### src/hdl/gtdf_pkg.sv
`timescale 1ns / 1ps

package gtdf_pkg;

  localparam int BUTTONS         = 8;
  localparam int RATE_BITS       = 6;
  localparam int RATES_WIDTH     = BUTTONS * RATE_BITS;
  localparam int ENABLE_WIDTH    = 2 * BUTTONS;
  localparam int HOLD_WIDTH      = 16;
  localparam int CFG_INDEX_WIDTH = 8;
  localparam int CFG_DATA_WIDTH  = RATES_WIDTH;

  localparam int RATE_MIN_DEFAULT    = 2;
  localparam int RATE_MAX_DEFAULT    = 63;
  localparam int COUNT_WIDTH_DEFAULT = 16;

  typedef logic [RATE_BITS-1:0]   rate_t;
  typedef logic [BUTTONS-1:0]     pad_byte_t;
  typedef logic [RATES_WIDTH-1:0] rates_t;
  typedef logic [HOLD_WIDTH-1:0]  hold_t;

  localparam rate_t     DEFAULT_RATE = 6'd10;
  localparam pad_byte_t MASK_RESET   = 8'hAF;
  localparam pad_byte_t PAIR_HI      = 8'hC0;
  localparam pad_byte_t PAIR_LO      = 8'h30;

  typedef enum logic [CFG_INDEX_WIDTH-1:0] {
    REG_TURBO_ENABLE = 8'd0,
    REG_RATES_PAD0   = 8'd1,
    REG_RATES_PAD1   = 8'd2
  } cfg_reg_t;

  typedef struct packed {
    logic load;
    logic step;
  } lane_ctrl_t;

  function automatic rates_t default_rates();
    rates_t r;
    for (int b = 0; b < BUTTONS; b++) begin
      r[b*RATE_BITS +: RATE_BITS] = DEFAULT_RATE;
    end
    return r;
  endfunction

  // limit to the maximum first, then the minimum: the minimum wins on conflict
  function automatic rates_t clamp_rates(rates_t v, rate_t rmin, rate_t rmax);
    rates_t r;
    rate_t  f;
    for (int b = 0; b < BUTTONS; b++) begin
      f = v[b*RATE_BITS +: RATE_BITS];
      if (f > rmax) f = rmax;
      if (f < rmin) f = rmin;
      r[b*RATE_BITS +: RATE_BITS] = f;
    end
    return r;
  endfunction

endpackage

### src/hdl/gtdf_if.sv
`timescale 1ns / 1ps

interface gtdf_poll_if;
  import gtdf_pkg::*;

  logic      valid;
  logic      ready;
  logic      pad_select;
  pad_byte_t pressed_bits;
  pad_byte_t suppress_bits;
  hold_t     hold_count_0;
  hold_t     hold_count_1;
  hold_t     hold_count_2;
  hold_t     hold_count_3;
  hold_t     hold_count_4;
  hold_t     hold_count_5;
  hold_t     hold_count_6;
  hold_t     hold_count_7;

  modport source (
    output valid, pad_select, pressed_bits, suppress_bits,
           hold_count_0, hold_count_1, hold_count_2, hold_count_3,
           hold_count_4, hold_count_5, hold_count_6, hold_count_7,
    input  ready
  );

  modport sink (
    input  valid, pad_select, pressed_bits, suppress_bits,
           hold_count_0, hold_count_1, hold_count_2, hold_count_3,
           hold_count_4, hold_count_5, hold_count_6, hold_count_7,
    output ready
  );
endinterface

interface gtdf_result_if;
  import gtdf_pkg::*;

  logic      valid;
  logic      ready;
  pad_byte_t pad_byte;

  modport source (output valid, pad_byte, input ready);
  modport sink   (input valid, pad_byte, output ready);
endinterface

### src/hdl/gtdf_lane.sv
`timescale 1ns / 1ps

module gtdf_lane #(
  parameter int COUNT_WIDTH = gtdf_pkg::COUNT_WIDTH_DEFAULT
) (
  input  logic                   clk,
  input  gtdf_pkg::lane_ctrl_t   ctrl,
  input  logic                   button_in,
  input  logic                   turbo_in,
  input  gtdf_pkg::rate_t        rate_in,
  input  logic [COUNT_WIDTH-1:0] count_in,
  output logic                   button_on
);
  import gtdf_pkg::*;

  logic                   on_q;
  logic                   turbo_q;
  rate_t                  rate_q;
  rate_t                  rem;
  logic [COUNT_WIDTH-1:0] count_sh;
  logic [RATE_BITS:0]     partial;

  // restoring remainder: bring in one count bit per step, subtract when it fits
  assign partial = {rem, count_sh[COUNT_WIDTH-1]};

  always_ff @(posedge clk) begin
    if (ctrl.load) begin
      on_q     <= button_in;
      turbo_q  <= turbo_in;
      rate_q   <= (rate_in == '0) ? rate_t'(1) : rate_in;
      rem      <= '0;
      count_sh <= count_in;
    end else if (ctrl.step) begin
      if (partial >= {1'b0, rate_q}) begin
        rem <= rate_t'(partial - {1'b0, rate_q});
      end else begin
        rem <= partial[RATE_BITS-1:0];
      end
      count_sh <= {count_sh[COUNT_WIDTH-2:0], 1'b0};
    end
  end

  assign button_on = on_q && !(turbo_q && (rem >= (rate_q >> 1)));

endmodule

### src/hdl/gtdf_merge.sv
`timescale 1ns / 1ps

module gtdf_merge (
  input  logic                clk,
  input  logic                rst,
  input  logic                fire,
  input  logic                pad,
  input  gtdf_pkg::pad_byte_t cur,
  output gtdf_pkg::pad_byte_t filtered
);
  import gtdf_pkg::*;

  pad_byte_t previous_byte [2];
  pad_byte_t direction_mask [2];
  pad_byte_t changed;
  pad_byte_t hidden;
  pad_byte_t mask_next;

  always_comb begin
    changed   = cur ^ previous_byte[pad];
    hidden    = cur & ~direction_mask[pad];
    mask_next = direction_mask[pad];
    // flip a pair's mask when the pair moved and one of its bits is hidden
    if (|(changed & PAIR_HI) && |(hidden & PAIR_HI)) mask_next = mask_next ^ PAIR_HI;
    if (|(changed & PAIR_LO) && |(hidden & PAIR_LO)) mask_next = mask_next ^ PAIR_LO;
    filtered = cur & mask_next;
  end

  always_ff @(posedge clk) begin
    if (rst) begin
      previous_byte[0]  <= '0;
      previous_byte[1]  <= '0;
      direction_mask[0] <= MASK_RESET;
      direction_mask[1] <= MASK_RESET;
    end else if (fire) begin
      previous_byte[pad]  <= cur;
      direction_mask[pad] <= mask_next;
    end
  end

endmodule

### src/hdl/gamepad_turbo_direction_filter.sv
`timescale 1ns / 1ps

// Turbo and opposing-direction filter for two 8-button pads. A poll is taken
// when the block is idle; eight button lanes then each work out the hold count
// modulo the button's turbo rate one count bit per cycle. A poll runs from
// acceptance through these steps: loading the lanes, COUNT_WIDTH remainder
// steps, and a merge step that builds the byte, updates the pad's direction
// mask and loads the output register. The result register lets the next poll
// start while a result still waits; the merge step holds for as long as an
// earlier result has not been taken. Rate writes are clamped to
// [RATE_MIN, RATE_MAX] per 6-bit field; configure only while no poll is in
// flight.
module gamepad_turbo_direction_filter #(
  parameter int RATE_MIN    = gtdf_pkg::RATE_MIN_DEFAULT,
  parameter int RATE_MAX    = gtdf_pkg::RATE_MAX_DEFAULT,
  parameter int COUNT_WIDTH = gtdf_pkg::COUNT_WIDTH_DEFAULT
) (
  input  logic                                 clk,
  input  logic                                 rst,
  input  logic                                 cfg_write,
  input  logic [gtdf_pkg::CFG_INDEX_WIDTH-1:0] cfg_index,
  input  logic [gtdf_pkg::CFG_DATA_WIDTH-1:0]  cfg_data,
  gtdf_poll_if.sink                            poll,
  gtdf_result_if.source                        result
);
  import gtdf_pkg::*;

  localparam int STEP_BITS = $clog2(COUNT_WIDTH);

  typedef enum logic [1:0] {IDLE, RUN, MERGE} state_t;

  state_t                 state;
  logic [STEP_BITS-1:0]   step_cnt;
  logic                   pad_q;
  logic                   out_valid;
  pad_byte_t              out_byte;
  logic [ENABLE_WIDTH-1:0] turbo_enable;
  rates_t                 rates_pad0;
  rates_t                 rates_pad1;
  rates_t                 rates_sel;
  pad_byte_t              enables_sel;
  hold_t                  holds [BUTTONS];
  lane_ctrl_t             lane_ctrl;
  pad_byte_t              cur;
  pad_byte_t              filtered;
  logic                   accept;
  logic                   fire;

  assign poll.ready    = (state == IDLE);
  assign accept        = poll.valid && poll.ready;
  assign fire          = (state == MERGE) && (!out_valid || result.ready);
  assign result.valid  = out_valid;
  assign result.pad_byte = out_byte;

  assign lane_ctrl.load = accept;
  assign lane_ctrl.step = (state == RUN);

  always_ff @(posedge clk) begin
    if (rst) begin
      turbo_enable <= '0;
      rates_pad0   <= default_rates();
      rates_pad1   <= default_rates();
    end else if (cfg_write) begin
      unique case (cfg_index)
        REG_TURBO_ENABLE: turbo_enable <= cfg_data[ENABLE_WIDTH-1:0];
        REG_RATES_PAD0:   rates_pad0 <= clamp_rates(cfg_data, rate_t'(RATE_MIN),
                                                    rate_t'(RATE_MAX));
        REG_RATES_PAD1:   rates_pad1 <= clamp_rates(cfg_data, rate_t'(RATE_MIN),
                                                    rate_t'(RATE_MAX));
        default: ;
      endcase
    end
  end

  always_comb begin
    rates_sel   = poll.pad_select ? rates_pad1 : rates_pad0;
    enables_sel = poll.pad_select ? turbo_enable[ENABLE_WIDTH-1:BUTTONS]
                                  : turbo_enable[BUTTONS-1:0];
    holds[0] = poll.hold_count_0;
    holds[1] = poll.hold_count_1;
    holds[2] = poll.hold_count_2;
    holds[3] = poll.hold_count_3;
    holds[4] = poll.hold_count_4;
    holds[5] = poll.hold_count_5;
    holds[6] = poll.hold_count_6;
    holds[7] = poll.hold_count_7;
  end

  for (genvar b = 0; b < BUTTONS; b++) begin : g_lane
    gtdf_lane #(
      .COUNT_WIDTH(COUNT_WIDTH)
    ) u_lane (
      .clk      (clk),
      .ctrl     (lane_ctrl),
      .button_in(poll.pressed_bits[b] && !poll.suppress_bits[b]),
      .turbo_in (enables_sel[b]),
      .rate_in  (rates_sel[b*RATE_BITS +: RATE_BITS]),
      .count_in (COUNT_WIDTH'(holds[b])),
      .button_on(cur[b])
    );
  end

  gtdf_merge u_merge (
    .clk     (clk),
    .rst     (rst),
    .fire    (fire),
    .pad     (pad_q),
    .cur     (cur),
    .filtered(filtered)
  );

  always_ff @(posedge clk) begin
    if (rst) begin
      state     <= IDLE;
      step_cnt  <= '0;
      out_valid <= 1'b0;
    end else begin
      if (fire) out_valid <= 1'b1;
      else if (result.ready) out_valid <= 1'b0;
      unique case (state)
        IDLE: begin
          if (accept) begin
            pad_q    <= poll.pad_select;
            step_cnt <= '0;
            state    <= RUN;
          end
        end
        RUN: begin
          step_cnt <= step_cnt + 1'b1;
          if (step_cnt == STEP_BITS'(COUNT_WIDTH - 1)) state <= MERGE;
        end
        MERGE: begin
          // hold until the output register is free
          if (fire) begin
            out_byte <= filtered;
            state    <= IDLE;
          end
        end
        default: state <= IDLE;
      endcase
    end
  end

endmodule
### src/flat_wrapper.sv
// flat-port wrapper written by rule: the top's interface ports become plain ports
module gamepad_turbo_direction_filter_flat import gtdf_pkg::*;
#(
  parameter int RATE_MIN    = gtdf_pkg::RATE_MIN_DEFAULT,
  parameter int RATE_MAX    = gtdf_pkg::RATE_MAX_DEFAULT,
  parameter int COUNT_WIDTH = gtdf_pkg::COUNT_WIDTH_DEFAULT
)
  (clk, rst, cfg_write, cfg_index, cfg_data, poll_valid, poll_pad_select, poll_pressed_bits, poll_suppress_bits, poll_hold_count_0, poll_hold_count_1, poll_hold_count_2, poll_hold_count_3, poll_hold_count_4, poll_hold_count_5, poll_hold_count_6, poll_hold_count_7, poll_ready, result_valid, result_pad_byte, result_ready);
  gtdf_poll_if poll_i ();
  gtdf_result_if result_i ();
  input  logic clk;
  input  logic rst;
  input  logic cfg_write;
  input  logic [gtdf_pkg::CFG_INDEX_WIDTH-1:0] cfg_index;
  input  logic [gtdf_pkg::CFG_DATA_WIDTH-1:0] cfg_data;
  input wire logic [$bits(poll_i.valid)-1:0] poll_valid;
  input wire logic [$bits(poll_i.pad_select)-1:0] poll_pad_select;
  input wire logic [$bits(poll_i.pressed_bits)-1:0] poll_pressed_bits;
  input wire logic [$bits(poll_i.suppress_bits)-1:0] poll_suppress_bits;
  input wire logic [$bits(poll_i.hold_count_0)-1:0] poll_hold_count_0;
  input wire logic [$bits(poll_i.hold_count_1)-1:0] poll_hold_count_1;
  input wire logic [$bits(poll_i.hold_count_2)-1:0] poll_hold_count_2;
  input wire logic [$bits(poll_i.hold_count_3)-1:0] poll_hold_count_3;
  input wire logic [$bits(poll_i.hold_count_4)-1:0] poll_hold_count_4;
  input wire logic [$bits(poll_i.hold_count_5)-1:0] poll_hold_count_5;
  input wire logic [$bits(poll_i.hold_count_6)-1:0] poll_hold_count_6;
  input wire logic [$bits(poll_i.hold_count_7)-1:0] poll_hold_count_7;
  output wire logic [$bits(poll_i.ready)-1:0] poll_ready;
  output wire logic [$bits(result_i.valid)-1:0] result_valid;
  output wire logic [$bits(result_i.pad_byte)-1:0] result_pad_byte;
  input wire logic [$bits(result_i.ready)-1:0] result_ready;
  assign poll_i.valid = poll_valid;
  assign poll_i.pad_select = poll_pad_select;
  assign poll_i.pressed_bits = poll_pressed_bits;
  assign poll_i.suppress_bits = poll_suppress_bits;
  assign poll_i.hold_count_0 = poll_hold_count_0;
  assign poll_i.hold_count_1 = poll_hold_count_1;
  assign poll_i.hold_count_2 = poll_hold_count_2;
  assign poll_i.hold_count_3 = poll_hold_count_3;
  assign poll_i.hold_count_4 = poll_hold_count_4;
  assign poll_i.hold_count_5 = poll_hold_count_5;
  assign poll_i.hold_count_6 = poll_hold_count_6;
  assign poll_i.hold_count_7 = poll_hold_count_7;
  assign poll_ready = poll_i.ready;
  assign result_valid = result_i.valid;
  assign result_pad_byte = result_i.pad_byte;
  assign result_i.ready = result_ready;
  gamepad_turbo_direction_filter #(.RATE_MIN(RATE_MIN), .RATE_MAX(RATE_MAX), .COUNT_WIDTH(COUNT_WIDTH)) u_core (.clk(clk), .rst(rst), .cfg_write(cfg_write), .cfg_index(cfg_index), .cfg_data(cfg_data), .poll(poll_i), .result(result_i));
endmodule
### config.mk
export PLATFORM = sky130hd
export DESIGN_NAME = gamepad_turbo_direction_filter_flat
export DESIGN_NICKNAME = d
export VERILOG_FILES = /design/src/hdl/gtdf_pkg.sv /design/src/hdl/gtdf_if.sv /design/src/hdl/gtdf_lane.sv /design/src/hdl/gtdf_merge.sv /design/src/hdl/gamepad_turbo_direction_filter.sv /design/src/flat_wrapper.sv
export SDC_FILE = /design/constraint.sdc
export NUM_CORES = 1
export LEC_CHECK = 0
export BUFFER_PORTS_ARGS = -buffer_cell sky130_fd_sc_hd__buf_2
export CAP_MARGIN = 25
export CORE_MARGIN = 2
export CORE_UTILIZATION = 54
export CTS_CLUSTER_DIAMETER = 150
export DETAILED_ROUTE_END_ITERATION = 8
export PLACE_DENSITY = 0.77
export SYNTH_ARGS = -nofsm -noshare
export SYNTH_HDL_FRONTEND = slang
export SYNTH_SLANG_ARGS = --single-unit
### constraint.sdc
create_clock -name clk -period 5 [get_ports clk]
set_input_delay 1 -clock clk [delete_from_list [all_inputs] [get_ports clk]]
set_output_delay 1 -clock clk [all_outputs]
set_load 0.005 [all_outputs]
# [Word level (Yosys, flattened, before mapping)]
# Memory sizes are Yosys's and may differ from the RTL's. A register that Yosys moved wholly into a read port is not among the register bits.
# Cells that the tools add are included.
[totals] reg_bits=368 latchBits=0 ram_bits=32 romBits=0 in_bits=206 out_inout_bits=10 word_cells=307 mem_count=2
[op_classes] addsub=9 n_mul=0 div=0 order_cmp=40 n_eq_ne=8 shift=0 mux=121 bitwise=7 n_reduce_logical=72
[memory_table] name="u_core.u_merge.direction_mask" words=2 word_bits=8 rd=1 rd_ports_with_merged_regs=1 write_ports=2 line_no="gtdf_merge.sv:14" text="pad_byte_t direction_mask [2];"
[memory_table] name="u_core.u_merge.previous_byte" words=2 word_bits=8 rd=1 rd_ports_with_merged_regs=1 write_ports=2 line_no="gtdf_merge.sv:13" text="pad_byte_t previous_byte [2];"
[op_table] op="$mux 6" count=81
[op_table] op="$mux 16" count=16
[op_table] op="$lt 6x2->1 const B" count=16
[op_table] op="$ge 7x6->1" count=8
[op_table] op="$ge 6x5->1" count=8
[op_table] op="$gt 6x6->1 const B" count=8
[op_table] op="$logic_not 6->1" count=8
[op_table] op="$mux 48" count=1
[op_table] op="$sub 6x6->6" count=8
[op_table] op="$mux 8" count=4
[op_table] op="$logic_and 1x1->1" count=28
[op_table] op="$logic_not 1->1" count=17
[op_table] op="$and 8x8->8" count=2
[op_table] op="$reduce_or 8->1" count=2
[op_table] op="$mux 1" count=13
[op_table] op="$reduce_and 3->1" count=3
[op_table] op="$eq 8x1->1 const B" count=1
[op_table] op="$eq 8x2->1 const B" count=1
[op_table] op="$logic_not 8->1" count=1
[op_table] op="$not 8->8" count=1
[op_table] op="$pmux 4 s2" count=1
[op_table] op="$reduce_and 2->1" count=4
[op_table] op="$reduce_or 2->1" count=4
[op_table] op="$xor 8x8->8" count=1
[op_table] op="14 further kinds" count=20

# [Longest topological paths before layout]
[depth] word_depth=11 ltp_mapped=10 depth_no_buf=10

# [Cells and area by module]
# Synthesis repeated with hierarchy kept, for this count alone.
[hier_totals] cells_unflattened=1708 hier_area_um2=19959.1
[modules_own_cells] module="gtdf_lane" n_inst=8 cells_per_inst=128 area_each_um2=1575.3 seq_area_each_um2=840.8
[modules_own_cells] module="gamepad_turbo_direction_filter" n_inst=1 cells_per_inst=570 area_each_um2=5957.0 seq_area_each_um2=2652.5
[modules_own_cells] module="gtdf_merge" n_inst=1 cells_per_inst=114 area_each_um2=1400.1 seq_area_each_um2=720.7

# [Worst setup path after synthesis]
# Ideal clock, no wire load.
[synth_path] path_type="input to register" start="input port poll_valid" end="register u_core.g_lane[0].u_lane.count_sh[0] (enable)" setup_ns=0.480 t_arrival_ns=3.970 required_time_ns=4.520 slack_ns=0.550 path_stages=4 n_path_buf=2 path_cell_list="clkbuf_1 o21bai_1 clkbuf_1 inv_1"
[synth_via] elab_chain_cells=2
[synth_rtl] element="start: declaration" line_no="flat_wrapper.sv:16" text="input wire logic [$bits(poll_i.valid)-1:0] poll_valid;"
[synth_rtl] element="$logic_and 1x1->1" line_no="gamepad_turbo_direction_filter.sv:50" text="assign accept = poll.valid && poll.ready;"
[synth_rtl] element="$reduce_bool 2->1 (no source line)"
[synth_rtl] element="end signal: assignment" line_no="gtdf_lane.sv:32" text="count_sh <= count_in;"
[synth_rtl] element="end signal: assignment" line_no="gtdf_lane.sv:39" text="count_sh <= {count_sh[COUNT_WIDTH-2:0], 1'b0};"
[synth_rtl] element="end: declaration" line_no="gtdf_lane.sv:20" text="logic [COUNT_WIDTH-1:0] count_sh;"
# No other way between the ends.
# A chain may end at the register's enable or synchronous reset.

==> impl_metrics.ini <==
[cells_and_area]
instances_no_fill = 2594
postLayoutCellArea_sq_um = 21300
fillers = 2735
final_net_count = 2379
seq_area_sq_um = 10100
syn_to_final_growth_pct = 15.1
multiInputGateArea_sq_um = 7740
layout-drive-gt1-share = 0.172
finish.utilization = 0.633

[outcome]
status = complete, no violations

[routing]
vias = 14000
vias_per_cell = 5.41
drc = 0
first_pass_iters = 5
totalWireLength_um = 41900
first_iter_violations = 981
ant_nets = 0
wl_per_cell_um = 16.1

[clock_tree]
root_buffer = clkbuf_16
cts_max_level = 2
cts_hold_buf = 0
cts.sinks = 393
clk_latency_ns = 0.54
clk_pin_slew_ns = 0.06
cts_made_buffers = 41
postCtsSetupBuffers = 0
clockBufferDepth = 3
cts_tree = yes
ctsResizeCount = 0

[synth]
synth_ff_type = edfxtp_1
yosys_warnings = 0
synth_edf_count = 225
synth_top_area_share = 0.365
yosys-top-cells-area = edfxtp_1 37%, dfxtp_1 18%, nand2_1 11%
syn_nets = 2192
synth_top_area_cell = edfxtp_1
ys_ff_latch = 393
async_reset_ff_frac = 0
postSynthAreaPerCell_sq_um = 9.63
ys_types = 56
synth_cells = 1921
yosysSeqAreaShare = 0.547
synth_area_sq_um = 18500

[setup_path]
crit_arrival_ns = 3.21
worstPathRequired_ns = 5.27
regToRegSetupSlack_ns = 2.06
endpoint_kind = flip-flop
worstReg2RegStart = u_core.g_lane[7].u_lane.rate_q[5]
start_kind = flip-flop
crit_start = u_core.g_lane[7].u_lane.rate_q[5]
critical_path_class = flip-flop to flip-flop
critPathMaxFanout = 14
reg2reg_depth = 8
setup.worst_path.end = u_core.u_merge.direction_mask[0][6]
timing.rr.end = u_core.u_merge.direction_mask[0][6]

[pwr]
p_switching_mw = 2.34
leakagePower_nw = 9.33
power.density_nw_per_um2 = 400
clock_power_share = 0.345
vdd_ir_drop_max_mv = 0.249
p_seq_frac = 0.461
p_int_mw = 6.17
share_comb_of_total_power = 0.195
swShare = 0.274
finalPower_mw = 8.51

[sta]
fmax_ghz = 0.340
clock_skew_ns = 0.0146
final-hold-violation-count = 0
holdWs_ns = 0.451
finalSetupTns_ns = 0
rsz0062_at_grt = no
finalCritPeriodShare = 0.588
slew_headroom = 0.328
tightest_slew_ns = 1.01
period_needed_ns = 2.94
fin_ws_ns = 2.06
drv_slew = 0
setup_viol = 0

[die]
die_area_sq_um = 35700
die_w_um = 189
fp.coreArea_sq_um = 33600
die_y_um = 189
rows = 67
initial_core_util = 0.550
ios = 216

[grt]
grtUsageTotal = 0.234
overflow = 0
antenna_found_initial = 5
grt_max_degree = 105
grt_first_pass_wirelength_um = 68300
grt_pass1_vias = 13900

[min_path]
hold_depth = 2
hold_path_class = flip-flop to flip-flop

[place]
io_buffers = 215
hpwl_um = 28700
dp_slack_ns = 1.87
placed_cell_area_sq_um = 20000
placed_cells = 2513
routabilityCongestion = 0.839

[flow_run]
maxCapViolCount = 0
## layout make-up
cell class	instances	share of cell area
well taps	448	0.0263
flip-flops and latches	393	0.476
clock inverters	11	0.00253
repair buffers	236	0.0581
multi-input cells	1356	0.364
diodes	5	0.000588
inverters	80	0.0145
clock buffers	65	0.0587
## worst min-delay path by stage
stage,start,to,slack [ns]
4_1_cts,u_core.rates_pad0[22],u_core.rates_pad0[22],0.45
2_1_floorplan,u_core.rates_pad1[13],u_core.rates_pad1[13],0.43
5_1_grt,u_core.rates_pad0[17],u_core.rates_pad0[17],0.47
6_report,u_core.rates_pad0[22],u_core.rates_pad0[22],0.45
3_3_place_gp,u_core.rates_pad1[13],u_core.rates_pad1[13],0.44
3_5_place_dp,u_core.rates_pad0[22],u_core.rates_pad0[22],0.45
## layout by cell type (no fill, tap or decap), drive strengths merged, types with 30 or more instances in the layout
cell	count
mux2i	50
ha	57
a21oi	131
nor2	139
inv	82
mux2	62
edfxtp	225
o21ai	59
nand2	550
nor3	35
a21o	30
clkbuf	65
dfxtp	168
buf	236
## power groups by stage
stage	clock network, mW	logic [mW]	registers (mW)
floorplan	0	1.27	3.93
global placement	0	1.57	3.97
detailed placement	0	1.63	3.98
CTS	2.98	1.65	3.92
global route	3.10	1.87	3.95
finish	2.93	1.66	3.92
## worst max-delay path, cell delays in order (launching register included)
cell	delay (ns)
edfxtp_1	0.33
inv_1	0.04
ha_1	0.35
a211oi_1	0.26
nand2_1	0.14
a221o_1	0.60
or4_1	0.63
a41oi_2	0.23
nor3_1	0.07
## kinds of logic after synthesis
group / Yosys count / synth area share
AND/OR/NAND/NOR: 873 / 0.202
AO/OA/AOI/OAI: 280 / 0.0911
XOR/XNOR: 26 / 0.0123
buffers and inverters: 172 / 0.0355
adder cells (fa/ha/maj): 65 / 0.0472
flip-flops: 393 / 0.547
multiplexers: 112 / 0.0648
## sequential cells by signal, indices dropped and copies added (netlist names), named ones only
signal / flops
u_core.g_lane.u_lane.count_sh: 128
u_core.g_lane.u_lane.on_q: 8
u_core.g_lane.u_lane.rate_q: 48
u_core.g_lane.u_lane.rem: 48
u_core.g_lane.u_lane.turbo_q: 8
u_core.pad_q: 1
u_core.rates_pad0: 48
u_core.rates_pad1: 48
u_core.result.pad_byte: 8
u_core.result.valid: 1
u_core.state: 2
u_core.step_cnt: 4
u_core.turbo_enable: 16
u_core.u_merge.direction_mask: 16
u_core.u_merge.previous_byte: 8
## cells in the mapped netlist, drive strengths merged (2+ instances only)
library cell	instances
a211o	20
a211oi	8
a21o	30
a21oi	131
a221o	4
a221oi	2
a32oi	4
and2	10
and3	9
and3b	4
and4b	4
buf	6
clkbuf	86
dfxtp	168
edfxtp	225
fa	8
ha	57
inv	80
mux2	62
mux2i	50
nand2	550
nand2b	27
nand3	27
nand3b	21
nand4	2
nand4b	4
nor2	139
nor2b	19
nor3	35
nor4	10
o21a	5
o21ai	59
o2bb2ai	4
o31ai	4
or2	3
or3	5
xnor2	18
xor2	8
## per-layer routing
layer,track usage,up-vias,part of all wire
met5,0,-,0.00031
met4,0.0865,2,0.030
met3,0.0360,74,0.046
met2,0.398,353,0.49
met1,0.302,6668,0.44
li1,-,6931,-
No activity file was read; power rests on OpenSTA's default activity.
